## src/ctlr_pkg.sv

```systemverilog
// ----------------------------------------------------------------------------
// ctlr_pkg
// Shared constants for the clipped target linear ramp smoother.
// ----------------------------------------------------------------------------
package ctlr_pkg;

    // Default width of one Q16.16 sample or target value.
    localparam int CTLR_DATA_WIDTH = 32;

    // Width of the ramp length register, which is also the divisor width.
    localparam int CTLR_LEN_W = 16;

    // Ramp length after reset.
    localparam logic [CTLR_LEN_W-1:0] CTLR_LEN_RESET = 16'd480;

    // Configuration register indexes.
    localparam int CTLR_CFG_IDX_W = 2;
    localparam logic [CTLR_CFG_IDX_W-1:0] CFG_LOWER_LIMIT  = 2'd0;
    localparam logic [CTLR_CFG_IDX_W-1:0] CFG_UPPER_LIMIT  = 2'd1;
    localparam logic [CTLR_CFG_IDX_W-1:0] CFG_RAMP_SAMPLES = 2'd2;
    localparam logic [CTLR_CFG_IDX_W-1:0] CFG_BYPASS_MODE  = 2'd3;

    // Input action codes.
    localparam logic ACT_SET_TARGET = 1'b0;
    localparam logic ACT_SAMPLE     = 1'b1;

endpackage

```

## src/ctlr_div.sv

```systemverilog
// ----------------------------------------------------------------------------
// ctlr_div
// Iterative restoring divider: unsigned dividend by the ramp length, one
// quotient bit per cycle through a single shared subtractor.
// ----------------------------------------------------------------------------
module ctlr_div
    import ctlr_pkg::*;
#(
    parameter int W = CTLR_DATA_WIDTH + 1
) (
    input  logic                  i_clk,
    input  logic                  i_rst_n,
    input  logic                  i_start,
    input  logic [W-1:0]          i_dividend,
    input  logic [CTLR_LEN_W-1:0] i_divisor,
    output logic                  o_done,
    output logic [W-1:0]          o_quotient
);

    localparam int CW = $clog2(W + 1);

    logic                  r_busy;
    logic                  r_done;
    logic [CW-1:0]         r_count;
    logic [W-1:0]          r_quo;
    logic [CTLR_LEN_W-1:0] r_rem;
    logic [CTLR_LEN_W-1:0] r_dvs;

    logic [CTLR_LEN_W:0]   rem_shift;
    logic [CTLR_LEN_W:0]   rem_diff;
    logic                  fits;

    // Bring down the next dividend bit and try one subtraction.
    assign rem_shift = {r_rem, r_quo[W-1]};
    assign rem_diff  = rem_shift - {1'b0, r_dvs};
    assign fits      = (rem_shift >= {1'b0, r_dvs});

    always_ff @(posedge i_clk) begin
        if (!i_rst_n) begin
            r_busy  <= 1'b0;
            r_done  <= 1'b0;
            r_count <= '0;
        end else begin
            r_done <= 1'b0;
            if (i_start) begin
                r_busy  <= 1'b1;
                r_count <= CW'(W);
            end else if (r_busy) begin
                r_count <= r_count - 1'b1;
                if (r_count == CW'(1)) begin
                    r_busy <= 1'b0;
                    r_done <= 1'b1;
                end
            end
        end
    end

    always_ff @(posedge i_clk) begin
        if (i_start) begin
            r_quo <= i_dividend;
            r_rem <= '0;
            r_dvs <= i_divisor;
        end else if (r_busy) begin
            r_quo <= {r_quo[W-2:0], fits};
            r_rem <= fits ? rem_diff[CTLR_LEN_W-1:0] : rem_shift[CTLR_LEN_W-1:0];
        end
    end

    assign o_done     = r_done;
    assign o_quotient = r_quo;

endmodule

```

## src/clipped_target_linear_ramp.sv

```systemverilog
// ----------------------------------------------------------------------------
// clipped_target_linear_ramp
// Linear ramp smoother for an audio control parameter in Q16.16.
// ----------------------------------------------------------------------------
// A set transfer (action 0) gives a new target, clipped to the lower and upper
// limits when both are nonzero. A target that differs from the stored one is
// stored, and when not in bypass with a nonzero ramp length the per-sample
// step (target minus ramp value) divided by the ramp length is computed,
// truncated toward zero; a step that would be zero while the distance is not
// becomes one LSB toward the target. A sample transfer (action 1) yields one
// output: the input sample in bypass, otherwise the ramp advanced by one step
// and held at the target, otherwise the target itself.
// Timing: the result of a sample transfer sits in an output register. The
// next item can be accepted in the cycle in which that result is taken;
// while the result waits, the input is stalled as well. A set transfer
// passes through ST_SET and, when a step is computed, through ST_DIV, where
// the restoring divider produces one quotient bit per cycle. The input is
// stalled while a set transfer is in progress. Configuration writes take
// effect at once and are meant to be made while the block is idle.
// ----------------------------------------------------------------------------
module clipped_target_linear_ramp
    import ctlr_pkg::*;
#(
    parameter int DATA_WIDTH = CTLR_DATA_WIDTH
) (
    input  logic                         i_clk,
    input  logic                         i_rst_n,
    // Input item channel.
    input  logic                         i_valid,
    output logic                         o_stall,
    input  logic                         i_action,
    input  logic signed [DATA_WIDTH-1:0] i_value,
    // Result channel.
    output logic                         o_valid,
    input  logic                         i_stall,
    output logic signed [DATA_WIDTH-1:0] o_sample_out,
    // Configuration write port.
    input  logic                         i_cfg_we,
    input  logic [CTLR_CFG_IDX_W-1:0]    i_cfg_index,
    input  logic [DATA_WIDTH-1:0]        i_cfg_data
);

    // The step and the difference need one bit more than a sample.
    localparam int W  = DATA_WIDTH + 1;
    localparam int SW = DATA_WIDTH + 2;

    // Sequencer states.
    localparam logic [1:0] ST_IDLE = 2'd0;
    localparam logic [1:0] ST_SET  = 2'd1;
    localparam logic [1:0] ST_DIV  = 2'd2;

    // Configuration registers.
    logic signed [DATA_WIDTH-1:0] r_lower;
    logic signed [DATA_WIDTH-1:0] r_upper;
    logic [CTLR_LEN_W-1:0]        r_ramp_len;
    logic                         r_bypass;

    // Smoother state.
    logic signed [DATA_WIDTH-1:0] r_target;
    logic signed [DATA_WIDTH-1:0] r_ramp;
    logic signed [W-1:0]          r_step;

    // Set transfer in progress.
    logic [1:0]                   r_state;
    logic signed [DATA_WIDTH-1:0] r_pend;
    logic                         r_neg;
    logic                         r_diff_nz;

    // Output register.
    logic                         r_out_valid;
    logic signed [DATA_WIDTH-1:0] r_out_data;

    logic                         accept;
    logic                         clip_en;
    logic signed [DATA_WIDTH-1:0] clipped;
    logic signed [W-1:0]          diff;
    logic [W-1:0]                 diff_mag;
    logic                         div_start;
    logic                         div_done;
    logic [W-1:0]                 div_quo;
    logic signed [W-1:0]          n_step;

    logic                         step_pos;
    logic                         step_neg;
    logic signed [SW-1:0]         sum;
    logic signed [SW-1:0]         tgt_x;
    logic                         hit;
    logic signed [DATA_WIDTH-1:0] y;
    logic                         ramp_adv;

    // A new item is taken only when no set transfer is in progress and the
    // output register is free or being emptied in this cycle.
    assign o_stall = (r_state != ST_IDLE) || (r_out_valid && i_stall);
    assign accept  = i_valid && !o_stall;

    // Clipping applies only when both limits are nonzero; the lower bound wins.
    assign clip_en = (r_lower != '0) && (r_upper != '0);
    always_comb begin
        clipped = i_value;
        if (clip_en) begin
            if (i_value < r_lower) begin
                clipped = r_lower;
            end else if (i_value > r_upper) begin
                clipped = r_upper;
            end
        end
    end

    // Distance to travel and its magnitude for the unsigned divider.
    assign diff      = W'(r_pend) - W'(r_ramp);
    assign diff_mag  = diff[W-1] ? (~diff + 1'b1) : diff;
    assign div_start = (r_state == ST_SET) && (r_pend != r_target) &&
                       !r_bypass && (r_ramp_len != '0);

    ctlr_div #(
        .W (W)
    ) u_div (
        .i_clk      (i_clk),
        .i_rst_n    (i_rst_n),
        .i_start    (div_start),
        .i_dividend (diff_mag),
        .i_divisor  (r_ramp_len),
        .o_done     (div_done),
        .o_quotient (div_quo)
    );

    // Restore the sign and turn a truncated zero step into one LSB.
    always_comb begin
        if (div_quo == '0) begin
            if (!r_diff_nz) begin
                n_step = '0;
            end else if (r_neg) begin
                n_step = '1;
            end else begin
                n_step = W'(1);
            end
        end else if (r_neg) begin
            n_step = ~div_quo + 1'b1;
        end else begin
            n_step = div_quo;
        end
    end

    // Sample path: advance the ramp and stop at the target when the step
    // reaches or passes it, is zero, or points the wrong way.
    assign step_neg = r_step[W-1];
    assign step_pos = !step_neg && (r_step != '0);
    assign sum      = SW'(r_ramp) + SW'(r_step);
    assign tgt_x    = SW'(r_target);
    assign hit      = (!step_pos && !step_neg) ||
                      (step_pos && (sum >= tgt_x)) ||
                      (step_neg && (sum <= tgt_x));
    assign ramp_adv = !r_bypass && (r_ramp_len != '0) && (r_ramp != r_target);

    always_comb begin
        if (r_bypass) begin
            y = i_value;
        end else if (ramp_adv) begin
            y = hit ? r_target : sum[DATA_WIDTH-1:0];
        end else begin
            y = r_target;
        end
    end

    // Configuration registers.
    always_ff @(posedge i_clk) begin
        if (!i_rst_n) begin
            r_lower    <= '0;
            r_upper    <= '0;
            r_ramp_len <= CTLR_LEN_RESET;
            r_bypass   <= 1'b0;
        end else if (i_cfg_we) begin
            case (i_cfg_index)
                CFG_LOWER_LIMIT: begin
                    r_lower <= i_cfg_data;
                end
                CFG_UPPER_LIMIT: begin
                    r_upper <= i_cfg_data;
                end
                CFG_RAMP_SAMPLES: begin
                    r_ramp_len <= i_cfg_data[CTLR_LEN_W-1:0];
                end
                CFG_BYPASS_MODE: begin
                    r_bypass <= i_cfg_data[0];
                end
                default: begin
                end
            endcase
        end
    end

    // Sequencer and smoother state.
    always_ff @(posedge i_clk) begin
        if (!i_rst_n) begin
            r_state     <= ST_IDLE;
            r_target    <= '0;
            r_ramp      <= '0;
            r_step      <= '0;
            r_out_valid <= 1'b0;
        end else begin
            // A sample transfer refills the output register in the same cycle
            // in which its previous result may be leaving.
            if (accept && (i_action == ACT_SAMPLE)) begin
                r_out_valid <= 1'b1;
            end else if (r_out_valid && !i_stall) begin
                r_out_valid <= 1'b0;
            end
            case (r_state)
                ST_IDLE: begin
                    if (accept) begin
                        if (i_action == ACT_SET_TARGET) begin
                            r_state <= ST_SET;
                        end else begin
                            if (ramp_adv) begin
                                r_ramp <= y;
                                if (hit) begin
                                    r_step <= '0;
                                end
                            end
                        end
                    end
                end
                ST_SET: begin
                    if (r_pend != r_target) begin
                        r_target <= r_pend;
                    end
                    r_state <= div_start ? ST_DIV : ST_IDLE;
                end
                ST_DIV: begin
                    if (div_done) begin
                        r_step  <= n_step;
                        r_state <= ST_IDLE;
                    end
                end
                default: begin
                    r_state <= ST_IDLE;
                end
            endcase
        end
    end

    // Payload registers.
    always_ff @(posedge i_clk) begin
        if (accept && (i_action == ACT_SET_TARGET)) begin
            r_pend <= clipped;
        end
        if (accept && (i_action == ACT_SAMPLE)) begin
            r_out_data <= y;
        end
        if (r_state == ST_SET) begin
            r_neg     <= diff[W-1];
            r_diff_nz <= (diff != '0);
        end
    end

    assign o_valid      = r_out_valid;
    assign o_sample_out = r_out_data;

endmodule

```

## config.mk

```make
export PLATFORM = sky130hd
export DESIGN_NAME = clipped_target_linear_ramp
export DESIGN_NICKNAME = d
export VERILOG_FILES = /design/src/ctlr_pkg.sv /design/src/ctlr_div.sv /design/src/clipped_target_linear_ramp.sv
export SDC_FILE = /design/constraint.sdc
export NUM_CORES = 1
export LEC_CHECK = 0
export BUFFER_PORTS_ARGS = -buffer_cell sky130_fd_sc_hd__buf_2
export CORE_ASPECT_RATIO = 0.7
export CORE_MARGIN = 3
export CORE_UTILIZATION = 50
export CTS_BUF_LIST = sky130_fd_sc_hd__clkbuf_8
export DETAILED_ROUTE_END_ITERATION = 16
export HOLD_SLACK_MARGIN = 0.08
export PLACE_DENSITY = 0.64
export SLEW_MARGIN = 25
export SYNTH_ARGS = -nofsm -noshare
export SYNTH_HDL_FRONTEND = slang
export SYNTH_SLANG_ARGS = --single-unit
```

## constraint.sdc

```tcl
create_clock -name i_clk -period 8.6 [get_ports i_clk]
set_input_delay 1.72 -clock i_clk [delete_from_list [all_inputs] [get_ports i_clk]]
set_output_delay 1.72 -clock i_clk [all_outputs]
set_load 0.05 [all_outputs]
```

Yosys cells after proc, flatten, opt, wreduce, memory -nomap -nowiden. Index checks and enable logic that the tools add are counted.

Flip-flop bits (word level): 320. Word-level logic and storage cells: 128. Output and inout bits: 34. Input bits: 72.

Reduce and logical (&&, ||, !) cells: 45. Bitwise logic cells: 5. Mux-type cells: 33. Order comparisons: 5. Eq/ne operators: 14. Add/subtract/negate cells: 6.

Operators with widths (count): 33-bit 2-to-1 mux (12); 32-bit 2-to-1 mux (6); 33-bit by 1-bit adder with 33-bit output (second input constant) (2); 33-bit inverter (2); 33-bit one-hot mux with 2 select lines (1); 33-bit nonzero test (2); 32-bit != test (2); 32-bit nonzero test (2); 32-bit by 33-bit adder with 34-bit output (1); 34-bit by 32-bit greater-or-equal comparator with 1-bit output (1); 34-bit by 32-bit less-or-equal comparator with 1-bit output (1); 33-bit logical NOT (1); 32-bit by 32-bit subtractor with 33-bit output (1); 32-bit greater-than comparator (1); 32-bit less-than comparator (1); 17-bit by 16-bit greater-or-equal comparator with 1-bit output (1); 16-bit 2-to-1 mux (1); 16-bit nonzero test (1); 16-bit subtractor (1); 1-bit logical AND (15); 6-bit 2-to-1 mux (2); 2-bit != test (second input constant) (5); 2-bit AND reduction (5); 2-bit 2-to-1 mux (4); 17 further kinds (37).

Depth between registers and ports, before layout.
Word-level depth: 11. Mapped depth: 25. Gate-level depth less buffers: 22.

Modules after synthesis. A second synthesis with hierarchy kept.

Cell total of the unflattened synthesis: 2562. Area total of the unflattened synthesis: 22328.9 sq um.

By module, submodules not included: clipped_target_linear_ramp (area an instance 18537.8 sq um, times used 1, cells each 2231, sequential area each 5605.4 sq um); ctlr_div (area an instance 3791.1 sq um, times used 1, cells each 331, sequential area each 1951.9 sq um).

Worst setup path after synthesis. Ideal clock, no wire load.

Path kind: flip-flop to flip-flop. Start: register r_ramp[0]. End: register r_out_data[26], in the netlist o_sample_out[26], data pin. Stages on the path, launching flop included: 24. Required time: 8.331 ns. Clock period less this slack: 5.452 ns. Slack: 3.148 ns. Library setup time: 0.269 ns. Arrival time: 5.182 ns. Path buffers: 2. Path through: dfxtp_1 ha_1 fa_1 a21o_1 a21oi_1 o21ai_0 and3_1 a31oi_1 o211ai_1 a41oi_1 o21ai_0 xor2_1 ha_1 nand4_1 nor4_1 and2_1 a21oi_1 a2111oi_0 nor4_2 nor2_1 buf_2 buf_2 mux2i_1 o21ai_0.

Cells in the longest elaborated chain, start to end: 8. Elaborated cells between the ends (all ways): 12. Classes of those cells: add/sub: 1; order compare: 2; eq/ne: 1; mux: 3; reduce/logical: 5.

RTL lines: start, declared (RTL line clipped_target_linear_ramp.sv:60) `logic signed [DATA_WIDTH-1:0] r_ramp;`; start signal, assigned (RTL line clipped_target_linear_ramp.sv:215) `r_ramp <= y;`; 32-bit by 33-bit adder with 34-bit output (RTL line clipped_target_linear_ramp.sv:148) `assign sum = SW'(r_ramp) + SW'(r_step);`; 34-bit by 32-bit greater-or-equal comparator with 1-bit output (RTL line clipped_target_linear_ramp.sv:151) `(step_pos && (sum >= tgt_x)) ||`; 1-bit logical AND (RTL line clipped_target_linear_ramp.sv:151); 1-bit logical OR (RTL line clipped_target_linear_ramp.sv:150) `assign hit = (!step_pos && !step_neg) ||`; 1-bit logical OR (RTL line clipped_target_linear_ramp.sv:151); 32-bit 2-to-1 mux (RTL line clipped_target_linear_ramp.sv:159) `y = hit ? r_target : sum[DATA_WIDTH-1:0];`; 32-bit 2-to-1 mux * (RTL line clipped_target_linear_ramp.sv:158) `end else if (ramp_adv) begin`; 32-bit 2-to-1 mux * (RTL line clipped_target_linear_ramp.sv:156) `if (r_bypass) begin`; via y[26] (RTL line clipped_target_linear_ramp.sv:88) `logic signed [DATA_WIDTH-1:0] y;`; end signal, assigned (RTL line clipped_target_linear_ramp.sv:248) `r_out_data <= y;`; end, declared (RTL line clipped_target_linear_ramp.sv:71) `logic signed [DATA_WIDTH-1:0] r_out_data;`.

Mark *: on every way through the listed nets, which the timed path passes. The rest lies on a longest branch. A chain may end at the register's enable or synchronous reset.

Worst setup path after layout.
Start: register r_ramp[0]. End: register r_out_data[28], in the netlist o_sample_out[28], data pin.

The elaborated chain is that of the path after synthesis.

==> results.yml <==
worst_setup_path:
  ff2ff_path_depth: 22
  path_depth: 22
  r2r_slack_ns: 1.47
  r2r_end: "o_sample_out[28]$_DFFE_PP_"
  crit_buf_inv: 1
  path_class: "flip-flop to flip-flop"
  crit_path_start: "r_ramp[0]$_SDFFE_PN0P_"
  path_cells: "ha_1 > fa_1 > a21o_1 > a21oi_1 > o21ai_0 > and3_1 > a31oi_1 > o211ai_1 > a41oi_1 > o21ai_0 > xor2_1 > ha_1 > nand4_1 > nor4_1 > and2_1 > a21oi_1 > a2111oi_0 > nor4_4 > nor2_2 > buf_4 > mux2_2 > mux2_2"
  cp-start-kind: "flip-flop"
  cpPeakStageDelay_ns: 0.85
  endpoint_kind: "flip-flop"
  cp-endpoint: "o_sample_out[28]$_DFFE_PP_"
  worst-endpoint-required_ns: 8.96
  critical_path_arrival_ns: 7.49
  cp_max_fo: 11
  r2r_start: "r_ramp[0]$_SDFFE_PN0P_"
  critPathTopFamily: "compound AO/OA/AOI/OAI gates"
  crit_slowest_cell: "a2111oi_0"
logic_synthesis:
  syn-instance-count: 2662
  yosysMostFrequentCell: "nand2_1"
  seq_area_frac_synth: 0.338
  syn_area_mm2: 0.0224
  synth_cell_types: 90
  synth_top_cell_by_area: "dfxtp_1"
  yosysTopAreaCellShare: 0.184
  syn_nets: 2920
  synth-seq-cells: 320
  yosysWarningCount: 0
  synth_area_leaders: "dfxtp_1, edfxtp_1, ha_1"
  synth_edf_count: 115
  synth_flop_cell: "dfxtp_1"
  synthArstFlopShare: 0
  avgSynthCellArea_um2: 8.40
  synth_commonest_cells: "nand2_1, inv_1, dfxtp_1"
clocking:
  cts.path.max_buffers: 3
  cts_setup_buffers: 0
  clk_pin_slew_ns: 0.06
  h-tree-depth: 2
  numClockSinks: 320
  ctsHoldBuffers: 0
  clkLatencyLatePin_ns: 0.63
  cts_tree: "done"
  cts_inserted_buffers: 52
  cts-root-buf: "clkbuf_8"
  cts.repair.resized: 0
floorplan:
  core_mm2: 0.0439
  start_util: 0.509
  die_h_um: 183
  die-area_mm2: 0.0473
  die_x_um: 259
  ios: 106
  rows: 64
detailed_routing:
  avgViaCountPerCell: 6.15
  drtPass1Iterations: 6
  wirelength_um: 73200
  drtIter0Drc: 2141
  detail-route-antenna-nets: 0
  routedWlPerCell_um: 21.8
  route.detailed.drc: 0
  num_vias: 20635
sta:
  slew_headroom: 0.316
  setup_viol: 0
  clock_skew_ns: 0.0330
  max_clock_freq_mhz: 140
  post-route-min-period_ns: 7.13
  fin_crit_sh: 0.829
  slew_viol_final: 0
  rsz0062_at_grt: "no"
  hold_viol: 0
  tns_ns: 0
  worst_pin_slew_ns: 1.02
layout:
  drive_above_1_share: 0.0971
  num_antenna_cells: 0
  area_growth_pct: 9.78
  final_nets: 2976
  fin_util: 0.559
grt:
  grt_pass1_wl_um: 113000
  grt_start_max_net_pins: 90
  antenna_found_initial: 3
  grt_overflow_total: 0
  grt_util_all_layers: 0.304
  first_global_vias: 19321
flow_run:
  drv_cap: 0
pwr:
  power_switching_mw: 1.72
  p_leak_nw: 9.89
  pwr-share-seq: 0.382
  power_density_mw_per_mm2: 193
  ir_worst_vdd_v: 0.000150
  power_frac_clock: 0.309
  p_comb_frac: 0.309
  p_int_mw: 3.02
  swShare: 0.364
worst_hold_path:
  whs_path_depth: 0
  min_path_type: "flip-flop to flip-flop"
placed_design:
  portBuffers: 105
  hpwl_um: 56800
  place_congestion: 0.961
outcome:
  status: "finished clean"
worst min-delay path by stage:
stage                     slack (ns)                   startpoint                   endpoint
final                           0.46   r_ramp_len[5]$_SDFFE_PN1P_   u_div.r_dvs[5]$_DFFE_PP_
after detailed placement        0.44   r_ramp_len[5]$_SDFFE_PN1P_   u_div.r_dvs[5]$_DFFE_PP_
after floorplan                 0.43  r_ramp_len[10]$_SDFFE_PN0P_  u_div.r_dvs[10]$_DFFE_PP_
after CTS                       0.46   r_ramp_len[5]$_SDFFE_PN1P_   u_div.r_dvs[5]$_DFFE_PP_
after global placement          0.45   r_ramp_len[7]$_SDFFE_PN1P_   u_div.r_dvs[7]$_DFFE_PP_
after global routing            0.48   r_ramp_len[7]$_SDFFE_PN1P_   u_div.r_dvs[7]$_DFFE_PP_
sequential cells by signal (all words and copies together) (netlist names), 32 cells and up:
register and cells:
r_step 33, r_upper 32, o_sample_out 32, r_pend 32
r_lower 32, u_div.o_quotient 33, r_ramp 32, r_target 32
through the flow:
step	setup WS (ns)	power, mW	area, µm²	hold slack [ns]	instances
3_3_place_gp	1.88	3.22	23400	0.448	3257
3_5_place_dp	1.64	3.26	23400	0.443	3257
4_1_cts	1.59	4.72	24500	0.457	3354
5_1_grt	1.09	4.98	24500	0.483	3355
2_1_floorplan	3.15	2.85	22400	0.430	2662
6_report	1.47	4.74	24500	0.459	3355
final cells by class:
| type | count | area (µm²) |
|---|---|---|
| clock buffer | 63 | 867 |
| clock inverter | 34 | 262 |
| fill | 4138 | 19300 |
| inverter | 213 | 801 |
| multi-input combinational | 1997 | 13600 |
| sequential | 320 | 7560 |
| tap | 594 | 743 |
| timing repair buffer | 134 | 756 |
per-layer routing:
layer	GRT usage	share of wire	vias to the layer above
met3	0.0669	0.094	85
met5	0	0.00031	-
met2	0.454	0.42	808
li1	-	-	9768
met4	0.0606	0.017	4
met1	0.452	0.47	9970
cells in the final DEF, fill, tap and decap left out, types with 43 or more instances in the layout:
cell type / instances
nand2_1: 363
inv_1: 226
dfxtp_1: 204
a21oi_1: 193
ha_1: 183
o21ai_0: 178
edfxtp_1: 115
nor2_1: 113
xnor2_1: 111
buf_2: 105
mux2i_1: 81
nand4_1: 77
xor2_1: 67
a21o_1: 64
clkbuf_8: 63
nand3_1: 50
nor4_1: 43
kinds of logic after synthesis:
logic type	count (synthesis)	synth area share
flops	320	0.338
fa+ha+maj	186	0.105
simple gates	823	0.178
buf+inv	345	0.0583
compound gates	722	0.211
xor+xnor	178	0.0697
mux	88	0.0398
power by group through the flow:
| stage | Combinational [mW] | Clock [mW] | Sequential, mW |
|---|---|---|---|
| 6_report | 1.47 | 1.47 | 1.81 |
| 5_1_grt | 1.61 | 1.55 | 1.82 |
| 4_1_cts | 1.43 | 1.49 | 1.81 |
| 3_5_place_dp | 1.42 | 0 | 1.84 |
| 3_3_place_gp | 1.39 | 0 | 1.84 |
| 2_1_floorplan | 1.02 | 0 | 1.83 |
Power figures use the tool's default switching activity.
